--- src/hw/rtl/nine_slice_quad_clipper_unit_assert.svh ---
// assertion macros for the quad clipper
`ifndef NINE_SLICE_QUAD_CLIPPER_UNIT_ASSERT_SVH
`define NINE_SLICE_QUAD_CLIPPER_UNIT_ASSERT_SVH
`ifndef SYNTHESIS
`define NSQC_ASSERT(lbl, prop, msg) \
    lbl: assert property (@(posedge i_clk) disable iff (!i_rst_n) prop) else $error(msg);
`define NSQC_ASSERT_ALWAYS(lbl, prop, msg) \
    lbl: assert property (@(posedge i_clk) prop) else $error(msg);
`else
`define NSQC_ASSERT(lbl, prop, msg)
`define NSQC_ASSERT_ALWAYS(lbl, prop, msg)
`endif
`endif

--- src/hw/rtl/nsqc_pkg.sv ---
`timescale 1ns / 1ps
`default_nettype none
package nsqc_pkg;
    localparam int DIV_NUM_W = 40;
    localparam int DIV_DEN_W = 20;
    localparam int DIV_QUO_W = 20;

    typedef struct packed {
        logic                 start;
        logic [DIV_NUM_W-1:0] num;
        logic [DIV_DEN_W-1:0] den;
    } t_div_req;

    typedef struct packed {
        logic                 done;
        logic [DIV_QUO_W-1:0] quot;
    } t_div_rsp;

    typedef enum logic [3:0] {
        S_IDLE, S_SETUP, S_EDGE, S_MUL, S_DSTART, S_DWAIT, S_APPLY,
        S_AREA, S_SMUL, S_SSTORE, S_OUT
    } t_state;

    localparam logic [2:0] CFG_CLIP_LEFT   = 3'd0;
    localparam logic [2:0] CFG_CLIP_TOP    = 3'd1;
    localparam logic [2:0] CFG_CLIP_WIDTH  = 3'd2;
    localparam logic [2:0] CFG_CLIP_HEIGHT = 3'd3;
    localparam logic [2:0] CFG_BB_SCALE    = 3'd4;
    localparam logic [2:0] CFG_TEX_READY   = 3'd5;

    localparam logic [1:0] EDGE_LEFT   = 2'd0;
    localparam logic [1:0] EDGE_TOP    = 2'd1;
    localparam logic [1:0] EDGE_RIGHT  = 2'd2;
    localparam logic [1:0] EDGE_BOTTOM = 2'd3;
endpackage
`default_nettype wire

--- src/hw/rtl/nsqc_div.sv ---
`timescale 1ns / 1ps
`default_nettype none
module nsqc_div (
    input  wire                 i_clk,
    input  wire                 i_rst_n,
    input  nsqc_pkg::t_div_req  i_req,
    output nsqc_pkg::t_div_rsp  o_rsp
);
    localparam int NW = nsqc_pkg::DIV_NUM_W;
    localparam int DW = nsqc_pkg::DIV_DEN_W;
    localparam int QW = nsqc_pkg::DIV_QUO_W;
    localparam int CW = $clog2(QW);

    logic          r_busy, n_busy;
    logic          r_done, n_done;
    logic [CW-1:0] r_cnt, n_cnt;
    logic [DW-1:0] r_rem, n_rem;
    logic [QW-1:0] r_shq, n_shq;
    logic [DW-1:0] r_den, n_den;
    logic [DW+1:0] w_trial;
    logic [DW:0]   w_shift;
    logic          w_ge;

    // quotient is known to fit QW bits, so the top of the dividend starts as remainder
    assign w_shift = {r_rem, r_shq[QW-1]};
    assign w_trial = {1'b0, w_shift} - {2'b00, r_den};
    assign w_ge    = !w_trial[DW+1];

    always_comb begin
        n_busy = r_busy;
        n_done = 1'b0;
        n_cnt  = r_cnt;
        n_rem  = r_rem;
        n_shq  = r_shq;
        n_den  = r_den;
        if (i_req.start) begin
            n_busy = 1'b1;
            n_cnt  = CW'(QW - 1);
            n_rem  = i_req.num[NW-1:QW];
            n_shq  = i_req.num[QW-1:0];
            n_den  = i_req.den;
        end else if (r_busy) begin
            n_rem = w_ge ? w_trial[DW-1:0] : w_shift[DW-1:0];
            n_shq = {r_shq[QW-2:0], w_ge};
            n_cnt = r_cnt - 1'b1;
            if (r_cnt == '0) begin
                n_busy = 1'b0;
                n_done = 1'b1;
            end
        end
    end

    always_ff @(posedge i_clk) begin
        if (!i_rst_n) begin
            r_busy <= 1'b0;
            r_done <= 1'b0;
            r_cnt  <= '0;
        end else begin
            r_busy <= n_busy;
            r_done <= n_done;
            r_cnt  <= n_cnt;
        end
        r_rem <= n_rem;
        r_shq <= n_shq;
        r_den <= n_den;
    end

    assign o_rsp.done = r_done;
    assign o_rsp.quot = r_shq;
endmodule
`default_nettype wire

--- src/hw/rtl/nine_slice_quad_clipper_unit.sv ---
`timescale 1ns / 1ps
`default_nettype none
// channel   | direction | payload
// s_axis    | in        | tuser: mode; tdata: request fields
// m_axis    | out       | tuser: visible; tlast: last quad; tdata: quad fields
// cfg       | in        | index 3 bit, data 20 bit, always ready
// one quad at a time through a shared 25x25 multiplier and a radix-2 divider;
// a drawn quad passes setup, the clip edge checks, area and scaling before its
// output; a rejected quad goes from setup straight to output; a request makes
// 1 or 9 quads; the 20 step divider dominates clipped quads.
// synchronous active-low reset returns to idle with default clip and scale.
// input ready only while idle; a quad waits in its output register for tready.
`include "nine_slice_quad_clipper_unit_assert.svh"
module nine_slice_quad_clipper_unit #(
    parameter int BAKE_FACTOR = 2,
    parameter int ATLAS_SIZE  = 1024
) (
    input  wire          i_clk,
    input  wire          i_rst_n,
    input  wire          i_s_axis_tvalid,
    output logic         o_s_axis_tready,
    // dst_x, dst_y, dst_w, dst_h, src_x, src_y, src_w, src_h, corner_cut, argb, pad
    input  wire  [167:0] i_s_axis_tdata,
    // mode
    input  wire          i_s_axis_tuser,
    output logic         o_m_axis_tvalid,
    input  wire          i_m_axis_tready,
    // out_x, out_y, out_w, out_h, tex_u0, tex_v0, tex_u1, tex_v1, colour, pad
    output logic [191:0] o_m_axis_tdata,
    // visible
    output logic         o_m_axis_tuser,
    output logic         o_m_axis_tlast,
    input  wire          i_cfg_valid,
    output logic         o_cfg_ready,
    input  wire  [2:0]   i_cfg_index,
    input  wire  [19:0]  i_cfg_data
);
    localparam int GW      = 24;
    localparam int TEX_LIM = ATLAS_SIZE * 256;
    localparam int TEX_MAX = (TEX_LIM > 524287) ? 524287 : TEX_LIM;
    // reciprocal of the bake factor, exact for corner sizes below 2^14
    localparam int CUT_RECIP = (262144 + BAKE_FACTOR - 1) / BAKE_FACTOR;

    nsqc_pkg::t_state r_state, n_state;

    // configuration
    logic [19:0] r_clip_left, r_clip_top;
    logic [18:0] r_clip_w, r_clip_h;
    logic [11:0] r_scale;
    logic        r_tex_ready;

    // held request
    logic        r_mode;
    logic [19:0] r_dx, r_dy, r_dw, r_dh;
    logic [10:0] r_sx, r_sy, r_sw, r_sh;
    logic [9:0]  r_ca;
    logic [31:0] r_argb;

    logic [1:0]  r_row, r_col, r_edge;
    logic [1:0]  r_sidx;
    logic signed [GW-1:0] r_x0, r_x1, r_y0, r_y1, r_w, r_h;
    logic signed [GW-1:0] r_u0, r_u1, r_v0, r_v1, r_du, r_dv;
    logic signed [49:0]   r_prod;
    logic        r_dneg;
    logic        r_vis;
    logic [19:0] r_ox, r_oy;
    logic [18:0] r_ow, r_oh, r_tu0, r_tv0, r_tu1, r_tv1;

    nsqc_pkg::t_div_req w_dreq;
    nsqc_pkg::t_div_rsp w_drsp;

    logic signed [GW-1:0] w_dx, w_dy, w_dw, w_dh, w_sx, w_sy, w_sw, w_sh, w_ca, w_cut;
    logic signed [GW-1:0] w_cx0, w_cx1, w_cy0, w_cy1;
    logic signed [GW-1:0] w_gx, w_gw, w_gy, w_gh, w_tx, w_tw, w_ty, w_th;
    logic signed [GW-1:0] w_ovh, w_d, w_den, w_q, w_sval;
    logic [19:0]          w_dabs;
    logic                 w_need, w_single, w_last, w_reject;
    logic signed [24:0]   w_ma, w_mb;
    logic signed [49:0]   w_mp, w_shr;
    logic [32:0]          w_cut_prod;

    assign w_dx  = {{4{r_dx[19]}}, r_dx};
    assign w_dy  = {{4{r_dy[19]}}, r_dy};
    assign w_dw  = {{4{r_dw[19]}}, r_dw};
    assign w_dh  = {{4{r_dh[19]}}, r_dh};
    assign w_sx  = {13'd0, r_sx};
    assign w_sy  = {13'd0, r_sy};
    assign w_sw  = {13'd0, r_sw};
    assign w_sh  = {13'd0, r_sh};
    assign w_ca  = {14'd0, r_ca};
    // corner size in design Q.4: corner_cut * 16 / bake factor, rounded down
    assign w_cut_prod = {19'd0, r_ca, 4'd0} * 33'(CUT_RECIP);
    assign w_cut      = {10'd0, w_cut_prod[31:18]};

    assign w_cx0 = {{4{r_clip_left[19]}}, r_clip_left};
    assign w_cy0 = {{4{r_clip_top[19]}}, r_clip_top};
    assign w_cx1 = w_cx0 + {5'd0, r_clip_w};
    assign w_cy1 = w_cy0 + {5'd0, r_clip_h};

    assign w_single = !r_mode || (w_dw <= (w_cut <<< 1)) || (w_dh <= (w_cut <<< 1));
    assign w_last   = w_single || (r_row == 2'd2 && r_col == 2'd2);

    // piece geometry for the current row and column
    always_comb begin
        w_gx = w_dx;
        w_gw = w_dw;
        w_tx = w_sx;
        w_tw = w_sw;
        w_gy = w_dy;
        w_gh = w_dh;
        w_ty = w_sy;
        w_th = w_sh;
        if (!w_single) begin
            case (r_col)
                2'd0: begin
                    w_gw = w_cut;
                    w_tw = w_ca;
                end
                2'd1: begin
                    w_gx = w_dx + w_cut;
                    w_gw = w_dw - (w_cut <<< 1);
                    w_tx = w_sx + w_ca;
                    w_tw = w_sw - (w_ca <<< 1);
                end
                default: begin
                    w_gx = w_dx + w_dw - w_cut;
                    w_gw = w_cut;
                    w_tx = w_sx + w_sw - w_ca;
                    w_tw = w_ca;
                end
            endcase
            case (r_row)
                2'd0: begin
                    w_gh = w_cut;
                    w_th = w_ca;
                end
                2'd1: begin
                    w_gy = w_dy + w_cut;
                    w_gh = w_dh - (w_cut <<< 1);
                    w_ty = w_sy + w_ca;
                    w_th = w_sh - (w_ca <<< 1);
                end
                default: begin
                    w_gy = w_dy + w_dh - w_cut;
                    w_gh = w_cut;
                    w_ty = w_sy + w_sh - w_ca;
                    w_th = w_ca;
                end
            endcase
        end
    end

    assign w_reject = !r_tex_ready || (w_gw <= 0) || (w_gh <= 0) || (r_argb[31:24] == 8'd0)
                   || (w_gx + w_gw <= w_cx0) || (w_gx >= w_cx1)
                   || (w_gy + w_gh <= w_cy0) || (w_gy >= w_cy1);

    always_comb begin
        case (r_edge)
            nsqc_pkg::EDGE_LEFT: begin
                w_need = r_x0 < w_cx0;
                w_ovh  = w_cx0 - r_x0;
                w_d    = r_du;
                w_den  = r_w;
            end
            nsqc_pkg::EDGE_TOP: begin
                w_need = r_y0 < w_cy0;
                w_ovh  = w_cy0 - r_y0;
                w_d    = r_dv;
                w_den  = r_h;
            end
            nsqc_pkg::EDGE_RIGHT: begin
                w_need = r_x1 > w_cx1;
                w_ovh  = r_x1 - w_cx1;
                w_d    = r_du;
                w_den  = r_w;
            end
            default: begin
                w_need = r_y1 > w_cy1;
                w_ovh  = r_y1 - w_cy1;
                w_d    = r_dv;
                w_den  = r_h;
            end
        endcase
    end

    assign w_dabs = w_d[GW-1] ? 20'(-w_d) : 20'(w_d);
    assign w_q    = r_dneg ? -{4'd0, w_drsp.quot} : {4'd0, w_drsp.quot};

    always_comb begin
        case (r_sidx)
            2'd0:    w_sval = r_x0;
            2'd1:    w_sval = r_y0;
            2'd2:    w_sval = r_x1 - r_x0;
            default: w_sval = r_y1 - r_y0;
        endcase
    end

    // shared multiplier: clip shift product or backbuffer scaling
    always_comb begin
        if (r_state == nsqc_pkg::S_MUL) begin
            w_ma = {w_ovh[GW-1], w_ovh};
            w_mb = {5'd0, w_dabs};
        end else begin
            w_ma = {w_sval[GW-1], w_sval};
            w_mb = {13'd0, r_scale};
        end
    end
    assign w_mp  = w_ma * w_mb;
    assign w_shr = r_prod >>> 8;

    assign w_dreq.start = (r_state == nsqc_pkg::S_DSTART);
    assign w_dreq.num   = r_prod[nsqc_pkg::DIV_NUM_W-1:0];
    assign w_dreq.den   = w_den[nsqc_pkg::DIV_DEN_W-1:0];

    nsqc_div u_div (
        .i_clk   (i_clk),
        .i_rst_n (i_rst_n),
        .i_req   (w_dreq),
        .o_rsp   (w_drsp)
    );

    function automatic logic [18:0] tex_sat(input logic signed [GW-1:0] v);
        logic [18:0] res;
        if (v < 0)
            res = '0;
        else if (v > GW'(TEX_MAX))
            res = 19'(TEX_MAX);
        else
            res = v[18:0];
        return res;
    endfunction

    always_comb begin
        n_state = r_state;
        case (r_state)
            nsqc_pkg::S_IDLE:   if (i_s_axis_tvalid) n_state = nsqc_pkg::S_SETUP;
            nsqc_pkg::S_SETUP:  n_state = w_reject ? nsqc_pkg::S_OUT : nsqc_pkg::S_EDGE;
            nsqc_pkg::S_EDGE: begin
                if (w_need)
                    n_state = nsqc_pkg::S_MUL;
                else if (r_edge == nsqc_pkg::EDGE_BOTTOM)
                    n_state = nsqc_pkg::S_AREA;
            end
            nsqc_pkg::S_MUL:    n_state = nsqc_pkg::S_DSTART;
            nsqc_pkg::S_DSTART: n_state = nsqc_pkg::S_DWAIT;
            nsqc_pkg::S_DWAIT:  if (w_drsp.done) n_state = nsqc_pkg::S_APPLY;
            nsqc_pkg::S_APPLY: begin
                n_state = (r_edge == nsqc_pkg::EDGE_BOTTOM) ? nsqc_pkg::S_AREA
                                                            : nsqc_pkg::S_EDGE;
            end
            nsqc_pkg::S_AREA: begin
                n_state = ((r_x1 - r_x0 <= 0) || (r_y1 - r_y0 <= 0)) ? nsqc_pkg::S_OUT
                                                                      : nsqc_pkg::S_SMUL;
            end
            nsqc_pkg::S_SMUL:   n_state = nsqc_pkg::S_SSTORE;
            nsqc_pkg::S_SSTORE: n_state = (r_sidx == 2'd3) ? nsqc_pkg::S_OUT : nsqc_pkg::S_SMUL;
            nsqc_pkg::S_OUT: begin
                if (i_m_axis_tready)
                    n_state = w_last ? nsqc_pkg::S_IDLE : nsqc_pkg::S_SETUP;
            end
            default:            n_state = nsqc_pkg::S_IDLE;
        endcase
    end

    always_ff @(posedge i_clk) begin
        if (!i_rst_n) begin
            r_state     <= nsqc_pkg::S_IDLE;
            r_clip_left <= '0;
            r_clip_top  <= '0;
            r_clip_w    <= 19'd10240;
            r_clip_h    <= 19'd7680;
            r_scale     <= 12'd256;
            r_tex_ready <= 1'b0;
            r_row       <= '0;
            r_col       <= '0;
            r_edge      <= '0;
            r_sidx      <= '0;
            r_vis       <= 1'b0;
        end else begin
            r_state <= n_state;
            if (i_cfg_valid) begin
                case (i_cfg_index)
                    nsqc_pkg::CFG_CLIP_LEFT:   r_clip_left <= i_cfg_data;
                    nsqc_pkg::CFG_CLIP_TOP:    r_clip_top  <= i_cfg_data;
                    nsqc_pkg::CFG_CLIP_WIDTH:  r_clip_w    <= i_cfg_data[18:0];
                    nsqc_pkg::CFG_CLIP_HEIGHT: r_clip_h    <= i_cfg_data[18:0];
                    nsqc_pkg::CFG_BB_SCALE:    r_scale     <= i_cfg_data[11:0];
                    nsqc_pkg::CFG_TEX_READY:   r_tex_ready <= i_cfg_data[0];
                    default: ;
                endcase
            end
            case (r_state)
                nsqc_pkg::S_IDLE: begin
                    r_row <= '0;
                    r_col <= '0;
                end
                nsqc_pkg::S_SETUP: begin
                    r_edge <= nsqc_pkg::EDGE_LEFT;
                    r_vis  <= 1'b0;
                end
                nsqc_pkg::S_EDGE: if (!w_need) r_edge <= r_edge + 1'b1;
                nsqc_pkg::S_APPLY: r_edge <= r_edge + 1'b1;
                nsqc_pkg::S_AREA: r_sidx <= '0;
                nsqc_pkg::S_SSTORE: begin
                    r_sidx <= r_sidx + 1'b1;
                    if (r_sidx == 2'd3) r_vis <= 1'b1;
                end
                nsqc_pkg::S_OUT: begin
                    if (i_m_axis_tready && !w_last) begin
                        if (r_col == 2'd2) begin
                            r_col <= '0;
                            r_row <= r_row + 1'b1;
                        end else begin
                            r_col <= r_col + 1'b1;
                        end
                    end
                end
                default: ;
            endcase
        end

        if (r_state == nsqc_pkg::S_IDLE && i_s_axis_tvalid) begin
            r_mode <= i_s_axis_tuser;
            r_dx   <= i_s_axis_tdata[19:0];
            r_dy   <= i_s_axis_tdata[39:20];
            r_dw   <= i_s_axis_tdata[59:40];
            r_dh   <= i_s_axis_tdata[79:60];
            r_sx   <= i_s_axis_tdata[90:80];
            r_sy   <= i_s_axis_tdata[101:91];
            r_sw   <= i_s_axis_tdata[112:102];
            r_sh   <= i_s_axis_tdata[123:113];
            r_ca   <= i_s_axis_tdata[133:124];
            r_argb <= i_s_axis_tdata[165:134];
        end

        case (r_state)
            nsqc_pkg::S_SETUP: begin
                r_x0 <= w_gx;
                r_x1 <= w_gx + w_gw;
                r_y0 <= w_gy;
                r_y1 <= w_gy + w_gh;
                r_w  <= w_gw;
                r_h  <= w_gh;
                r_u0 <= w_tx <<< 8;
                r_u1 <= (w_tx + w_tw) <<< 8;
                r_v0 <= w_ty <<< 8;
                r_v1 <= (w_ty + w_th) <<< 8;
                r_du <= w_tw <<< 8;
                r_dv <= w_th <<< 8;
                r_ox  <= '0;
                r_oy  <= '0;
                r_ow  <= '0;
                r_oh  <= '0;
                r_tu0 <= '0;
                r_tv0 <= '0;
                r_tu1 <= '0;
                r_tv1 <= '0;
            end
            nsqc_pkg::S_MUL: begin
                r_prod <= w_mp;
                r_dneg <= w_d[GW-1];
            end
            nsqc_pkg::S_APPLY: begin
                case (r_edge)
                    nsqc_pkg::EDGE_LEFT: begin
                        r_u0 <= r_u0 + w_q;
                        r_x0 <= w_cx0;
                    end
                    nsqc_pkg::EDGE_TOP: begin
                        r_v0 <= r_v0 + w_q;
                        r_y0 <= w_cy0;
                    end
                    nsqc_pkg::EDGE_RIGHT: begin
                        r_u1 <= r_u1 - w_q;
                        r_x1 <= w_cx1;
                    end
                    default: begin
                        r_v1 <= r_v1 - w_q;
                        r_y1 <= w_cy1;
                    end
                endcase
            end
            nsqc_pkg::S_AREA: begin
                if ((r_x1 - r_x0 > 0) && (r_y1 - r_y0 > 0)) begin
                    r_tu0 <= tex_sat(r_u0);
                    r_tv0 <= tex_sat(r_v0);
                    r_tu1 <= tex_sat(r_u1);
                    r_tv1 <= tex_sat(r_v1);
                end
            end
            nsqc_pkg::S_SMUL: r_prod <= w_mp;
            nsqc_pkg::S_SSTORE: begin
                case (r_sidx)
                    2'd0: begin
                        if (w_shr > 50'sd524287)       r_ox <= 20'h7FFFF;
                        else if (w_shr < -50'sd524288) r_ox <= 20'h80000;
                        else                           r_ox <= w_shr[19:0];
                    end
                    2'd1: begin
                        if (w_shr > 50'sd524287)       r_oy <= 20'h7FFFF;
                        else if (w_shr < -50'sd524288) r_oy <= 20'h80000;
                        else                           r_oy <= w_shr[19:0];
                    end
                    2'd2: begin
                        if (w_shr > 50'sd524287) r_ow <= 19'h7FFFF;
                        else if (w_shr < 0)      r_ow <= '0;
                        else                     r_ow <= w_shr[18:0];
                    end
                    default: begin
                        if (w_shr > 50'sd524287) r_oh <= 19'h7FFFF;
                        else if (w_shr < 0)      r_oh <= '0;
                        else                     r_oh <= w_shr[18:0];
                    end
                endcase
            end
            default: ;
        endcase
    end

    assign o_s_axis_tready = (r_state == nsqc_pkg::S_IDLE);
    assign o_cfg_ready     = 1'b1;
    assign o_m_axis_tvalid = (r_state == nsqc_pkg::S_OUT);
    assign o_m_axis_tuser  = r_vis;
    assign o_m_axis_tlast  = w_last;
    assign o_m_axis_tdata  = {6'd0, r_argb, r_tv1, r_tu1, r_tv0, r_tu0, r_oh, r_ow, r_oy, r_ox};

    `NSQC_ASSERT(a_no_overlap, o_s_axis_tready |-> !o_m_axis_tvalid, "input ready while quad pending")
    `NSQC_ASSERT(a_accept_gap, (i_s_axis_tvalid && o_s_axis_tready) |=> !o_m_axis_tvalid, "quad straight after transaction")
    `NSQC_ASSERT(a_hidden_zero, (o_m_axis_tvalid && !o_m_axis_tuser) |-> (o_m_axis_tdata[153:0] == '0), "hidden quad carries geometry")
    `NSQC_ASSERT_ALWAYS(a_rst_idle, !i_rst_n |=> !o_m_axis_tvalid, "output valid after reset")
endmodule
`default_nettype wire
--- config.mk ---
export PLATFORM = sky130hd
export DESIGN_NAME = nine_slice_quad_clipper_unit
export DESIGN_NICKNAME = d
export VERILOG_FILES = /design/src/hw/rtl/nsqc_pkg.sv /design/src/hw/rtl/nsqc_div.sv /design/src/hw/rtl/nine_slice_quad_clipper_unit.sv
export VERILOG_INCLUDE_DIRS = /design/src /design/src/hw/rtl
export SDC_FILE = /design/constraint.sdc
export NUM_CORES = 2
export LEC_CHECK = 0
export ABC_AREA = 1
export BUFFER_PORTS_ARGS = -buffer_cell sky130_fd_sc_hd__buf_2
export CORE_AREA = 2 2 401 403
export DETAILED_ROUTE_END_ITERATION = 16
export DIE_AREA = 0 0 403 405
export GPL_TIMING_DRIVEN = 0
export PLACE_DENSITY = 0.76
export SLEW_MARGIN = 25
export SYNTH_ARGS = -nofsm -noshare
export SYNTH_HDL_FRONTEND = slang
export SYNTH_SLANG_ARGS = --single-unit
--- constraint.sdc ---
create_clock -name i_clk -period 29.5 [get_ports i_clk]
set_input_delay 5.9 -clock i_clk [delete_from_list [all_inputs] [get_ports i_clk]]
set_output_delay 5.9 -clock i_clk [all_outputs]
set_load 0.05 [all_outputs]
Word-level counts from Yosys, hierarchy flattened:

Cells that the tools add are included.

* logic and storage cells: 328
* output and inout port bits: 197
* register bits: 807
* bits of input ports: 197

* multipliers: 1
* equality and inequality tests: 42
* bitwise gates (word level): 2
* multiplexer cells: 102
* reduce and logical (&&, ||, !) cells: 60
* $lt $le $gt $ge: 27
* $add $sub $neg: 42

Operators with widths (count)
* $pmux W24 S2: 10
* $mux W24: 16
* $mux W19: 16
* $mux W20: 12
* $pmux W19 S2: 6
* $pmux W24 S3: 2
* $add A24 B24 Y24: 4
* $gt A24 B20 Y1 const B: 4
* $lt A24 B1 Y1 const B: 4
* $mux W16: 6
* $sub A24 B24 Y24: 4
* $add A20 B20 Y21: 4
* $pmux W20 S2: 2
* $pmux W16 S2: 2
* $gt A25 B1 Y1 const B: 2
* $le A25 B1 Y1 const B: 2
* $sub A24 B24 Y25: 2
* $ge A24 B21 Y1: 2
* $gt A24 B21 Y1: 2
* $le A24 B1 Y1 const B: 2
* $le A24 B20 Y1: 2
* $lt A24 B20 Y1: 2
* $sub A20 B24 Y24: 2
* $sub A24 B21 Y24: 2
* other kinds (57): 164

Depth between registers and ports, before layout:

* depth in word-level cells: 14
* depth in mapped cells: 58

Cells and area by module:

From an unflattened synthesis, not the netlist that was laid out.

* cells, all modules: 10259
* area total of the unflattened synthesis: 80820.0 um^2

Modules (own cells, without submodules)
* nine_slice_quad_clipper_unit: cells an instance 9686, times used 1, area each 76527.1 um^2
* nsqc_div: cells an instance 573, times used 1, area each 4292.9 um^2

Worst setup path before layout:

Ideal clock, no wire load.

* path kind: input to register
* from: in i_s_axis_tvalid
* to: reg r_argb[0], enable pin
* required time: 28.803 ns
* library setup time: 0.697 ns
* buffers on the path: 0
* arrival time: 12.805 ns
* stages on the path: 2
* setup slack: 15.998 ns
* path through: inv_1 -> nor2_1

* longest elaborated chain between the ends: 1

Ends and longest elaborated chain
* from (decl): RTL line nine_slice_quad_clipper_unit.sv:20 `input wire i_s_axis_tvalid,`
* $logic_and A1 B1 Y1: RTL line nine_slice_quad_clipper_unit.sv:322 `if (r_state == nsqc_pkg::S_IDLE && i_s_axis_tvalid) begin`
* to (signal assigned): RTL line nine_slice_quad_clipper_unit.sv:333 `r_argb <= i_s_axis_tdata[165:134];`
* to (decl): RTL line nine_slice_quad_clipper_unit.sv:57 `logic [31:0] r_argb;`

Every way passes these cells.
A chain may end at the register's enable or synchronous reset.

Worst setup path after layout:

* from: reg r_clip_top[1]
* to: reg r_prod[44] (data pin)

* longest elaborated chain between the ends: 5
* elaborated cells between the ends (all ways): 6

Ends and longest elaborated chain
* from (decl): RTL line nine_slice_quad_clipper_unit.sv:47 `logic [19:0] r_clip_left, r_clip_top;`
* from (signal assigned): RTL line nine_slice_quad_clipper_unit.sv:284 `nsqc_pkg::CFG_CLIP_TOP: r_clip_top <= i_cfg_data;`
* $add A20 B20 Y21: RTL line nine_slice_quad_clipper_unit.sv:98 `assign w_cy1 = w_cy0 + {5'd0, r_clip_h};`
* $sub A24 B21 Y24: RTL line nine_slice_quad_clipper_unit.sv:179 `w_ovh = r_y1 - w_cy1;`
* $pmux W24 S3 (*): RTL line nine_slice_quad_clipper_unit.sv:158 `case (r_edge)`
* $mux W25 (*): RTL line nine_slice_quad_clipper_unit.sv:200 `if (r_state == nsqc_pkg::S_MUL) begin`
* $mul A25 B21 Y46 (*): RTL line nine_slice_quad_clipper_unit.sv:208 `assign w_mp = w_ma * w_mb;`
* net w_mp[44]: RTL line nine_slice_quad_clipper_unit.sv:79 `logic signed [49:0] w_mp, w_shr;`
* to (signal assigned): RTL line nine_slice_quad_clipper_unit.sv:360 `r_prod <= w_mp;`
* to (signal assigned): RTL line nine_slice_quad_clipper_unit.sv:391 `nsqc_pkg::S_SMUL: r_prod <= w_mp;`
* to (decl): RTL line nine_slice_quad_clipper_unit.sv:63 `logic signed [49:0] r_prod;`

Mark *: on every way through the listed nets, which the timed path passes. The rest lies on a longest branch.

==> results by group <==
Outcome
  • Outcome: finished, final reports clean

Finish
  • Fill cells: 14,800
  • Final net count: 11,800
  • Final Cell Area: 87,700 um2
  • Area grow syn2layout: 10.8%
  • Layout cells sized above 1: 7.96%

Timing
  • TNS Setup: 0 ns
  • Slew headroom: 18.0%
  • Setup Viol. Count Final: 0
  • RSZ-0062 raised after global routing: no
  • Hold Violations, Final: 0
  • Max Freq: 0.0764 GHz
  • Max Clock Skew: 0.0722 ns
  • Max Slew Vio Count: 0
  • Hold Worst Slack: 0.469 ns
  • Slew @ Worst Pin: 1.22 ns
  • Min Tclk post-route: 13.09 ns
  • Final period utilization: 44.4%

Synth
  • EDFF count, synth: 680
  • Netlist cell types: 73
  • Top cells by count, synth: nand2_1 (1,770), inv_1 (1,757), a21oi_1 (882)
  • Synthesized area: 79,100 um2
  • #FFs+latches synth: 791
  • Post-Synthesis Cells: 9,758
  • Most frequent cell after synthesis: nand2_1
  • Yosys warns: 0
  • Largest area contributor in the netlist: edfxtp_1
  • Post-synthesis area per instance: 8.11 um2
  • Top post-synthesis cells by area: edfxtp_1 (26%), fa_1 (14%), ha_1 (12%), nand2_1 (8.4%), inv_1 (8.3%)
  • Seq/Total Area, Yosys: 28.6%
  • Synth top area share: 25.8%
  • Asr flop ratio synth: 0%
  • Main synth FF type: edfxtp_1

Die
  • Rows: 147
  • Core region area: 159,000 um2
  • Die Width: 403 um
  • # IOs: 394
  • Die ar.: 163,000 um2
  • Die height: 405 um
  • Initial core utilization: 49.7%

Power
  • Static leakage: 41.7 nW
  • VDD IR max: 0.0000891 V
  • Pwr Density: 122 nW/um2

Route
  • Vias per cell: 5.84
  • Final wirelength: 309 mm
  • Starting DRT DRC Count: 7,865
  • # DRC: 0
  • Vias: 72,600
  • DR pass1 iterations: 8
  • Average wire per standard cell: 24.8 um
  • Routed Antenna Nets: 0

Clocking
  • Root buffer cell: clkbuf_16
  • Deepest clock path buffer count: 3
  • Worst-Skew Late Latency: 0.75 ns
  • Clock transition at path regs: 0.06 ns
  • CTS resizes: 0
  • CTS buffer count: 90
  • CTS tree: built
  • Post-CTS Setup Bufs: 0
  • Hold_buf cts: 0
  • CTS Sinks: 791
  • H-tree levels: 3

Critical path
  • Worst endpoint required time: 29.94 ns
  • Launch point of the worst path: r_clip_top[1]
  • Critical path capture point type: register
  • Worst Path Max Fanout: 9
  • Slowest stage cell, crit path: fa_1
  • Buf/Inv on CP: 7
  • Setup Crit Path Kind: reg2reg
  • CP max stage delay: 0.75 ns
  • RR Startpoint: r_clip_top[1]
  • CP Launch Type: register
  • Crit path max-delay family: adder cells
  • Worst EP arrival: 13.53 ns
  • Most common cell type on the critical path: nand2_1
  • WP depth: 51
  • R2R cell count: 51

GRT
  • Total grt overflow: 0
  • First-pass GRT wire length: 450 mm
  • GRT Util Overall: 37.4%
  • Pin count of the biggest net entering global routing: 35
  • Initial antenna violation count: 24
  • Vias in the first global route: 71,300

Hold path
  • HP Start: r_clip_h[10]
  • Hold Path Class: reg2reg
  • WHS Path Cells: 2

Placement
  • DP HPWL: 259 mm
  • DP Area: 84,600 um2
  • Final GP Congestion: 1.05
  • Number of buffers inserted by port buffering: 384

Job
  • Max-cap violations: 0
==> sequential cells by signal, summed over array words and instances, names as in the netlist, 22 cells and up <==
| register | cells |
|---|---|
| r_x1 | 24 |
| r_v0 | 24 |
| r_prod | 46 |
| r_argb | 32 |
| r_y1 | 24 |
| r_u1 | 24 |
| r_y0 | 22 |
| r_v1 | 24 |
| r_x0 | 22 |
| r_u0 | 24 |
==> final timing paths <==
check,end,slack [ns]
setup / recovery,r_prod[44],16.41
hold / removal,r_clip_h[10],0.47
setup reg to reg,r_prod[44],16.41
hold reg to reg,r_clip_h[10],0.47
==> cells by family (layout without fill, tap and decap cells) <==
kind of cell | Yosys count | after routing | synth area share (%)
simple gates | 3174 | 3174 | 16.8
flops | 791 | 791 | 28.6
compound gates | 2054 | 2054 | 14.4
mux | 23 | 23 | 0.323
xor+xnor | 365 | 365 | 4.06
fa+ha+maj | 1328 | 1328 | 26.1
buf+inv | 2021 | 2603 | 9.69
other cells | 2 | 11 | 0.00949
==> report_power, final <==
part	switching [mW]	internal [mW]
Clock	0.503	0.679
Combinational	4.99	2.44
Sequential	0.285	1.77
Total	5.78	4.89
==> layout make-up <==
| cell class | count | area, um2 | area share [%] |
|---|---|---|---|
| diodes | 4 | 10.0 | 0.0114 |
| plain buffers | 220 | 920 | 1.05 |
| clock buffers | 117 | 2480 | 2.83 |
| clock inverters | 49 | 587 | 0.669 |
| inverters | 1801 | 6760 | 7.71 |
| multi-input cells | 6951 | 49000 | 55.9 |
| flip-flops and latches | 791 | 22600 | 25.8 |
| well taps | 2086 | 2610 | 2.98 |
| repair buffers | 416 | 2660 | 3.03 |
==> through the flow <==
step	std cells	power [mW]	setup WS, ns	util (%)
2_1_floorplan	9763	7.02	16.00	-
3_3_place_gp	12200	9.15	13.42	52.5
3_5_place_dp	12300	9.31	16.63	53.1
4_1_cts	12400	10.5	16.61	55.0
5_1_grt	12400	11.5	15.83	55.0
6_report	12400	10.7	16.41	55.0
==> placed cells by master, fill, tap and decap left out, types with 44 or more instances in the layout <==
cell / count
nor3_1: 72
nand3_1: 295
o211ai_1: 51
clkbuf_16: 95
o21ai_1: 54
inv_1: 1756
o21bai_1: 50
dfxtp_1: 111
xnor2_1: 149
edfxtp_1: 680
fa_1: 540
o21ai_0: 706
ha_1: 787
clkbuf_1: 170
a21oi_1: 882
xor2_1: 214
nor2_1: 724
nor4_1: 44
buf_2: 408
nand2_2: 54
nand2_1: 1769
nand4_1: 107
==> worst reg2reg max path: cells and delay by family (launching register included) <==
| kind | cells | cell delay (ns) |
|---|---|---|
| buffers and inverters | 7 | 0.82 |
| DFF | 1 | 0.53 |
| xor gates and xnor gates | 3 | 1.11 |
| and+or+nand+nor | 19 | 2.59 |
| adders and majority gates | 10 | 4.88 |
| AOI/OAI and AO/OA | 12 | 2.87 |
==> routing by layer <==
layer,up-vias,track usage (%),wire (um)
li1,33100,-,-
met1,34800,47.6,120000
met2,3809,60.0,138000
met3,859,6.11,28100
met4,14,22.5,22300
met5,-,0,112
No activity file was read; power rests on OpenSTA's default activity.
